<file path="src/hdl/hta_pkg.sv">
// Shared constants, types and helper functions for the heater temperature averager
package hta_pkg;

  localparam int unsigned SAMPLE_W = 8;
  localparam int unsigned COUNT_W  = 4;
  localparam int unsigned SUM_W    = 12;
  localparam int unsigned AVG_W    = 9;
  localparam int unsigned PROD_W   = 24;

  // overheat threshold and window length (last count value closes the window)
  localparam logic [SAMPLE_W-1:0] OVERHEAT_LEVEL = 8'd95;
  localparam logic [COUNT_W-1:0]  WINDOW_LAST    = 4'd9;
  localparam logic [AVG_W:0]      HYST_BAND      = 10'd5;

  // band edges for the offset correction
  localparam logic [SAMPLE_W-1:0] BAND_EDGE_1 = 8'd15;
  localparam logic [SAMPLE_W-1:0] BAND_EDGE_2 = 8'd32;
  localparam logic [SAMPLE_W-1:0] BAND_EDGE_3 = 8'd50;
  localparam logic [SAMPLE_W-1:0] BAND_EDGE_4 = 8'd68;
  localparam logic [SAMPLE_W-1:0] BAND_EDGE_5 = 8'd86;

  // divide by ten as multiply by 3277 / 2^15, exact for any 12-bit sum
  localparam logic [PROD_W-1:0] DIV10_MUL   = 24'd3277;
  localparam int unsigned       DIV10_SHIFT = 15;

  // decade correction applies for averages from 10 up to 99
  localparam logic [AVG_W-1:0] DECADE_LOW  = 9'd10;
  localparam logic [AVG_W-1:0] DECADE_HIGH = 9'd100;

  localparam logic [SAMPLE_W-1:0] SETPOINT_RESET = 8'd60;

  typedef struct packed {
    logic [COUNT_W-1:0] count;
    logic [SUM_W-1:0]   sum;
    logic               heat;
    logic               cool;
    logic               alarm;
  } hta_state_t;

  typedef struct packed {
    logic [SAMPLE_W-1:0] corrected_temp;
    logic                average_ready;
    logic [SAMPLE_W-1:0] averaged_temp;
    logic                heat_on;
    logic                cool_on;
    logic                overheat_alarm;
  } hta_result_t;

  // offset to subtract for a sample below the overheat level
  function automatic logic [2:0] band_offset(input logic [SAMPLE_W-1:0] s);
    logic [2:0] off;
    if (s < BAND_EDGE_1)      off = 3'd0;
    else if (s < BAND_EDGE_2) off = 3'd1;
    else if (s < BAND_EDGE_3) off = 3'd2;
    else if (s < BAND_EDGE_4) off = 3'd3;
    else if (s < BAND_EDGE_5) off = 3'd4;
    else                      off = 3'd5;
    return off;
  endfunction

  // tens digit of a value below 100, by nine parallel compares
  function automatic logic [3:0] tens_digit(input logic [AVG_W-1:0] a);
    logic [3:0] d;
    d = 4'd0;
    for (int k = 1; k <= 9; k++) begin
      if (a >= AVG_W'(10 * k)) d = d + 4'd1;
    end
    return d;
  endfunction

endpackage

</file>
<file path="src/hdl/heater_temp_average_hysteresis_top.sv">
// Top level: handshakes, window state, set-temperature register and result register
// A result is valid the cycle after its sample request is accepted.
// Throughput: one request per cycle while results are taken; the single result register frees as it is read.
// The whole per-sample datapath sits between the input ports and the result register.
// Reset (rst_n low, synchronous): window count, sum, heat, cool and alarm cleared,
// no result pending, set temperature back to 60.
module heater_temp_average_hysteresis_top (
  input  logic                         clk,
  input  logic                         rst_n,
  input  logic                         in_valid,
  output logic                         in_ready,
  input  logic [hta_pkg::SAMPLE_W-1:0] in_sensor_sample,
  output logic                         out_valid,
  input  logic                         out_ready,
  output logic [hta_pkg::SAMPLE_W-1:0] out_corrected_temp,
  output logic                         out_average_ready,
  output logic [hta_pkg::SAMPLE_W-1:0] out_averaged_temp,
  output logic                         out_heat_on,
  output logic                         out_cool_on,
  output logic                         out_overheat_alarm,
  input  logic                         cfg_wr_en,
  input  logic [hta_pkg::SAMPLE_W-1:0] cfg_wr_data
);
  import hta_pkg::*;

  hta_state_t          state_r;
  hta_state_t          state_nxt;
  hta_result_t         res_r;
  hta_result_t         res_nxt;
  logic                out_valid_r;
  logic [SAMPLE_W-1:0] setpoint_r;
  logic                accept;

  assign in_ready = ~out_valid_r | out_ready;
  assign accept   = in_valid & in_ready;

  hta_window u_window (
    .sample   (in_sensor_sample),
    .setpoint (setpoint_r),
    .cur      (state_r),
    .nxt      (state_nxt),
    .res      (res_nxt)
  );

  // set temperature register
  always_ff @(posedge clk) begin
    if (!rst_n) begin
      setpoint_r <= SETPOINT_RESET;
    end else if (cfg_wr_en) begin
      setpoint_r <= cfg_wr_data;
    end
  end

  // window state advances on each accepted request
  always_ff @(posedge clk) begin
    if (!rst_n) begin
      state_r <= '0;
    end else if (accept) begin
      state_r <= state_nxt;
    end
  end

  // result valid flag
  always_ff @(posedge clk) begin
    if (!rst_n) begin
      out_valid_r <= 1'b0;
    end else if (accept) begin
      out_valid_r <= 1'b1;
    end else if (out_ready) begin
      out_valid_r <= 1'b0;
    end
  end

  // result payload
  always_ff @(posedge clk) begin
    if (accept) begin
      res_r <= res_nxt;
    end
  end

  assign out_valid          = out_valid_r;
  assign out_corrected_temp = res_r.corrected_temp;
  assign out_average_ready  = res_r.average_ready;
  assign out_averaged_temp  = res_r.averaged_temp;
  assign out_heat_on        = res_r.heat_on;
  assign out_cool_on        = res_r.cool_on;
  assign out_overheat_alarm = res_r.overheat_alarm;

endmodule

</file>
<file path="src/hdl/hta_window.sv">
// Per-sample datapath: offset correction, window accumulate, average and hysteresis
module hta_window (
  input  logic [hta_pkg::SAMPLE_W-1:0] sample,
  input  logic [hta_pkg::SAMPLE_W-1:0] setpoint,
  input  hta_pkg::hta_state_t          cur,
  output hta_pkg::hta_state_t          nxt,
  output hta_pkg::hta_result_t         res
);
  import hta_pkg::*;

  logic                over;
  logic [SAMPLE_W-1:0] corr;
  logic [SUM_W-1:0]    sum_acc;
  logic                close;
  logic [PROD_W-1:0]   prod;
  logic [AVG_W-1:0]    quot;
  logic [AVG_W-1:0]    avg;
  logic                want_heat;
  logic                want_cool;

  // offset correction; overheat readings pass as they are
  assign over = (sample >= OVERHEAT_LEVEL);
  assign corr = over ? sample : (sample - {5'b0, band_offset(sample)});

  // accumulate and test for window end
  assign sum_acc = cur.sum + {{(SUM_W-SAMPLE_W){1'b0}}, corr};
  assign close   = (cur.count >= WINDOW_LAST);

  // window average by reciprocal multiply, then decade correction
  assign prod = PROD_W'(sum_acc) * DIV10_MUL;
  assign quot = prod[DIV10_SHIFT +: AVG_W];
  assign avg  = ((quot >= DECADE_LOW) && (quot < DECADE_HIGH)) ?
                (quot - {5'b0, tens_digit(quot)}) : quot;

  // hysteresis band around the set temperature
  assign want_heat = ({1'b0, avg} + HYST_BAND) < {2'b0, setpoint};
  assign want_cool = {1'b0, avg} > ({2'b0, setpoint} + HYST_BAND);

  // next state
  always_comb begin
    nxt.alarm = cur.alarm | over;
    if (close) begin
      nxt.count = '0;
      nxt.sum   = '0;
      nxt.heat  = want_heat;
      nxt.cool  = want_cool & ~want_heat;
    end else begin
      nxt.count = cur.count + COUNT_W'(1);
      nxt.sum   = sum_acc;
      nxt.heat  = cur.heat;
      nxt.cool  = cur.cool;
    end
  end

  // result fields
  always_comb begin
    res.corrected_temp = corr;
    res.average_ready  = close;
    res.averaged_temp  = close ? avg[SAMPLE_W-1:0] : '0;
    res.heat_on        = nxt.heat;
    res.cool_on        = nxt.cool;
    res.overheat_alarm = nxt.alarm;
  end

endmodule

</file>
<file path="config.mk">
export PLATFORM = sky130hd
export DESIGN_NAME = heater_temp_average_hysteresis_top
export DESIGN_NICKNAME = d
export VERILOG_FILES = /design/src/hdl/hta_pkg.sv /design/src/hdl/heater_temp_average_hysteresis_top.sv /design/src/hdl/hta_window.sv
export SDC_FILE = /design/constraint.sdc
export NUM_CORES = 1
export LEC_CHECK = 0
export BUFFER_PORTS_ARGS = -buffer_cell sky130_fd_sc_hd__clkbuf_2
export CORE_MARGIN = 3
export CORE_UTILIZATION = 30
export CTS_BUF_LIST = sky130_fd_sc_hd__clkbuf_8 sky130_fd_sc_hd__clkbuf_16
export CTS_CLUSTER_DIAMETER = 80
export DETAILED_ROUTE_END_ITERATION = 16
export PLACE_DENSITY = 0.51
export SYNTH_ARGS = -nofsm -noshare
export SYNTH_HDL_FRONTEND = slang
export SYNTH_SLANG_ARGS = --single-unit
</file>
<file path="constraint.sdc">
create_clock -name clk -period 41.7 [get_ports clk]
set_clock_uncertainty 0.15 [all_clocks]
set_input_delay 4.17 -clock clk [delete_from_list [all_inputs] [get_ports clk]]
set_output_delay 4.17 -clock clk [all_outputs]
set_load 0.01 [all_outputs]
</file>
# Word-level counts from Yosys, hierarchy flattened
# Index checks and enable logic that the tools add are counted.
dict set report totals {
  elab_cells 74
  register_bits 48
  latch_bits 0
  rom_bits 0
  memories 0
  ram_bits 0
  inputBits 21
}
dict set report op_classes {
  bitwise 6
  shifts 0
  magnitude_cmp 19
  n_mul 1
  n_addsub 14
  n_mux 19
  reduce_logical 2
  n_div 0
  eq_ne 0
}
# cell count
set ops {}
lappend ops {{4-bit by 1-bit adder with 4-bit output (second input constant)} 8}
lappend ops {{4-bit 2-to-1 mux} 8}
lappend ops {{9-bit by 6-bit >= comparator with 1-bit output (second input constant)} 3}
lappend ops {{9-bit by 7-bit >= comparator with 1-bit output (second input constant)} 3}
lappend ops {{12-bit by 12-bit multiplier with 24-bit output (second input constant)} 1}
lappend ops {{9-bit by 5-bit >= comparator with 1-bit output (second input constant)} 2}
lappend ops {{18-bit 2-to-1 mux} 1}
lappend ops {{8-bit by 6-bit less-than comparator with 1-bit output (second input constant)} 2}
lappend ops {{8-bit by 7-bit less-than comparator with 1-bit output (second input constant)} 2}
lappend ops {{12-bit by 8-bit adder with 12-bit output} 1}
lappend ops {{3-bit 2-to-1 mux} 4}
lappend ops {{9-bit by 3-bit adder with 10-bit output (second input constant)} 1}
lappend ops {{9-bit by 10-bit greater-than comparator with 1-bit output} 1}
lappend ops {{10-bit by 8-bit less-than comparator with 1-bit output} 1}
lappend ops {{8-bit by 3-bit adder with 9-bit output (second input constant)} 1}
lappend ops {{9-bit by 4-bit >= comparator with 1-bit output (second input constant)} 1}
lappend ops {{9-bit by 7-bit less-than comparator with 1-bit output (second input constant)} 1}
lappend ops {{9-bit 2-to-1 mux} 1}
lappend ops {{9-bit by 4-bit subtractor with 9-bit output} 1}
lappend ops {{8-bit by 7-bit >= comparator with 1-bit output (second input constant)} 1}
lappend ops {{8-bit by 4-bit less-than comparator with 1-bit output (second input constant)} 1}
lappend ops {{8-bit 2-to-1 mux} 1}
lappend ops {{8-bit by 3-bit subtractor with 8-bit output} 1}
lappend ops {{4-bit >= comparator (second input constant)} 1}
lappend ops {{other kinds (7)} 13}

# Longest topological paths before layout
dict set report depth {
  depth_word 35
  ltp_mapped 75
  mapped_depth_nobuf 73
}

# Cells and area by module
# A second synthesis with hierarchy kept.
dict set report hier_totals {
  hier_cells 881
  area_unflattened_um2 7701.1
}
# module area_per_inst_um2 cells_per_inst instances seq_area_each_um2
set by_module_without_submodules {}
lappend by_module_without_submodules {hta_window 5999.5 748 1 0.0}
lappend by_module_without_submodules {heater_temp_average_hysteresis_top 1701.6 133 1 1161.1}

# Worst setup path before layout
# OpenSTA, ideal clock, no wires.
dict set report synth_timing {
  path_type {input to register}
  from {input in_sensor_sample[4] (netlist name)}
  to {register res_r, in the netlist out_cool_on (data pin)}
  path_buffers 3
  path_slack_ps 22746
  arrival_ps 18548
  stages 65
  cell_sequence {clkbuf_1 -> nor3_1 -> o21ai_0 -> nand4b_1 -> ha_1 -> inv_1 -> fa_1 -> a211o_1 -> a211oi_1 -> xor2_1 -> ha_1 -> a21o_1 -> a21o_1 -> xor2_1 -> xnor2_1 -> fa_1 -> inv_1 -> fa_1 -> (+29 left out) -> mux2i_1 -> ha_1 -> a21o_1 -> a21o_1 -> xnor3_1 -> xnor2_2 -> nand3_1 -> nor2b_1 -> and3_1 -> xor2_1 -> ha_1 -> nor2b_1 -> o21ai_0 -> nand2b_1 -> a21oi_1 -> nand3_1 -> mux2_4 -> a22o_1}
}
# item line_no
set synth_rtl {}
lappend synth_rtl {{start, declared} heater_temp_average_hysteresis_top.sv:12} ;# input logic [hta_pkg::SAMPLE_W-1:0] in_sensor_sample,
lappend synth_rtl {{end signal, assigned} heater_temp_average_hysteresis_top.sv:77} ;# res_r <= res_nxt;
lappend synth_rtl {{end, declared} heater_temp_average_hysteresis_top.sv:28} ;# hta_result_t res_r;

==> key figures <==
Outcome
  – Status: complete, no violations

Logic synthesis
  – Count leader, synth: ha_1
  – Cells after synthesis: roughly 840
  – Area leader, netlist: ha_1
  – Synth top area cells: ha_1 22%, fa_1 9.9%, edfxtp_1 8.0%
  – Post-synth top cells: 131 x ha_1, 117 x inv_1, 55 x nand2_1
  – Syn avg cell area: 8.938 um2
  – YS warnings: 0
  – Post-synth EDFFs: 20
  – Cell Area, Synth: roughly 0.0075 mm2
  – Synth Flop Type: dfxtp_1
  – Post-synthesis register bit count: 48
  – Netlist cell types: 97
  – Synth top area share: roughly 22%
  – Sequential fraction of the synthesis area: 15.45%
  – Syn_nets: 1,030
  – Ys async rst share: 0%

Floorplan
  – Io pins: 43
  – FP Rows: 57
  – Core ar.: between 0.02 and 0.025 mm2
  – DIE WIDTH: 164.3 um
  – Initial Util: between 30% and 40%
  – Full die area: 0.02699 mm2
  – Vert. Die Dim: about 160 um

Layout
  – Layout Nets: 1,059
  – Post-route cell area: 0.008210 mm2
  – Layout cells sized above 1: 11.60%
  – Synthesis-to-finish area growth: 9.221%
  – Layout fillers: 2,572
  – Ant diodes: 0

Critical path
  – Crit Path Category: primary input to flip-flop
  – CP top delay family: compound AO/OA/AOI/OAI gates
  – Critical path buffer and inverter count: 10
  – CP max-delay cell: a222oi_1
  – CP dominant cell by count: ha_1
  – Crit-path max FO: 12
  – Arrival @ worst endpoint: 20.26 ns
  – Reg2reg path depth: 61
  – Reg-to-Reg End: out_cool_on
  – Crit. Startpoint: in_sensor_sample[4]
  – Crit. End Element: flip-flop
  – Worst r2r src: state_r[3]
  – Critical path depth in cells: 69
  – Reg2reg setup slack: roughly 26 ns
  – Critical path destination: out_cool_on
  – CP startpoint kind: primary input
  – Critical Path RT: 41.59 ns
  – CP max stage delay: 0.63 ns

STA
  – Final setup vio count: 0
  – Fmax: just under 50 MHz
  – Final setup TNS: 0 ns
  – Max Slew Vio Count: 0
  – RSZ-0062 raised after global routing: no
  – Worst slew margin: 28.98%
  – Worst-margin pin slew: 1.059 ns
  – Final hold vios: 0
  – Period utilization: about half
  – Min Tclk post-route: 20.37 ns

Clock tree
  – Post-CTS setup buffers: 0
  – Worst-path clk slew: 0.08 ns
  – CTS Buf Count: 5
  – Max clock buf depth: 2
  – Cts hold-fix bufs: 0
  – Worst skew pair latency: 0.30 ns
  – H-tree levels: 2
  – CTS sink count: 48
  – CTS root buf: clkbuf_16
  – TritonCTS clock tree: built
  – # resized after CTS: 0

Placed design
  – Hpwl dp: roughly 14,000 um
  – Port Buffer Count: 42
  – Placed inst area: ~0.0080 mm2
  – GP Congestion: a little under 0.9

GRT
  – Largest net degree at the start of global routing: 31
  – Total Routing Usage GR: 13.18%
  – Antenna violations before repair: 0
  – Total grt overflow: 0
  – First-pass GRT wire length: 29,310 um
  – Vias in the first global route: 5,851

Detailed routing
  – Via/cell ratio: 4.880
  – TritonRoute pass-1 iters: 4
  – Final routed DRC violation total: 0
  – Routed len/inst: between 10 and 15 um
  – Final ANT Viol Nets: 0
  – Via count: 5,832
  – Routed WL: 17,250 um
  – Initial DRC Count: approximately 250

Run
  – # Max-Cap Violations: 0

Min path
  – HP Class: flip-flop to flip-flop
  – Hold Path Stages: 1
final cells by class:
class | count | area, um2 | share of cell area (%)
tap | 324 | 405.4 | 4.938
clock buffer | 5 | 125.1 | 1.524
timing repair buffer | 44 | 225.2 | 2.743
sequential | 48 | 1161 | 14.14
inverter | 120 | 450.4 | 5.486
clock inverter | 3 | 45.04 | 0.5486
multi-input combinational | 651 | 5798 | 70.62
worst min path at each step:
stage,startpoint,slack [ns],end
3_5_place_dp,state_r[0],0.30,state_r[0]
5_1_grt,state_r[2],0.34,state_r[2]
4_1_cts,state_r[0],0.31,state_r[0]
3_3_place_gp,state_r[0],0.29,state_r[0]
6_report,state_r[0],0.31,state_r[0]
2_1_floorplan,state_r[0],0.28,state_r[0]
logic make-up (layout without fill, tap and decap cells):
| logic type | Yosys count | after routing | synth area share, % |
|---|---|---|---|
| xor+xnor | 70 | 70 | 9.238 |
| mux | 12 | 12 | 1.698 |
| simple gates | 218 | 218 | 15.86 |
| compound gates | 182 | 182 | 18.54 |
| fa+ha+maj | 169 | 169 | 31.79 |
| buf+inv | 142 | 172 | 7.423 |
| flops | 48 | 48 | 15.45 |
routing by layer:
layer	share of wire [%]	up-vias	routed length, um	global-route usage (%)
met5	0	-	0	0
met4	1.6	0	273	3.076
met3	3.2	21	553	2.043
met2	46	89	7929	21.61
met1	49	2735	8491	18.22
li1	-	2987	-	-
metrics by stage:
stage / utilization, % / worst slack (ns) / hold WS, ns / cells
detailed placement: 32.87 / 21.09 / 0.2959 / 1187
CTS: 33.56 / 21.37 / 0.3132 / 1195
floorplan: - / 22.75 / 0.2818 / 841
finish: 33.56 / 21.33 / 0.3127 / 1195
global placement: 32.87 / 21.24 / 0.2900 / 1187
global route: 33.56 / 19.94 / 0.3389 / 1195
worst register-to-register path, delay by kind of cell, from the launching register on:
| kind | cells | cell delay [ns] |
|---|---|---|
| adder cells (fa/ha/maj) | 13 | 5.02 |
| AND/OR/NAND/NOR | 9 | 1.70 |
| XOR/XNOR | 9 | 2.25 |
| AO/OA/AOI/OAI | 19 | 3.99 |
| flip-flops | 1 | 0.34 |
| buffers and inverters | 9 | 0.96 |
| multiplexers | 2 | 0.58 |
cell usage in the layout, fill, tap and decap left out, types with 4 or more instances in the layout:
cell / instances
a211oi_1: 7
a21boi_0: 4
a21o_1: 17
a21oi_1: 48
a21oi_2: 4
a22oi_1: 7
and2_1: 15
and3_1: 5
clkbuf_16: 5
clkbuf_2: 42
dfxtp_1: 28
edfxtp_1: 20
fa_1: 37
ha_1: 131
inv_1: 117
mux2i_1: 9
nand2_1: 55
nand2b_1: 10
nand3_1: 17
nand4_1: 7
nor2_1: 42
nor2b_1: 19
nor3_1: 15
o211ai_1: 6
o21a_1: 7
o21ai_0: 25
o31ai_1: 5
or3_1: 4
xnor2_1: 37
xor2_1: 25
state kept, by name, indices dropped and copies added (netlist names):
name,count
out_overheat_alarm,1
setpoint_r,8
state_r,19
out_corrected_temp,8
out_valid,1
out_averaged_temp,8
out_cool_on,1
out_average_ready,1
out_heat_on,1
Power is not shown: default switching activity piles up to over one toggle a cycle in this logic, so the estimate is an artifact.
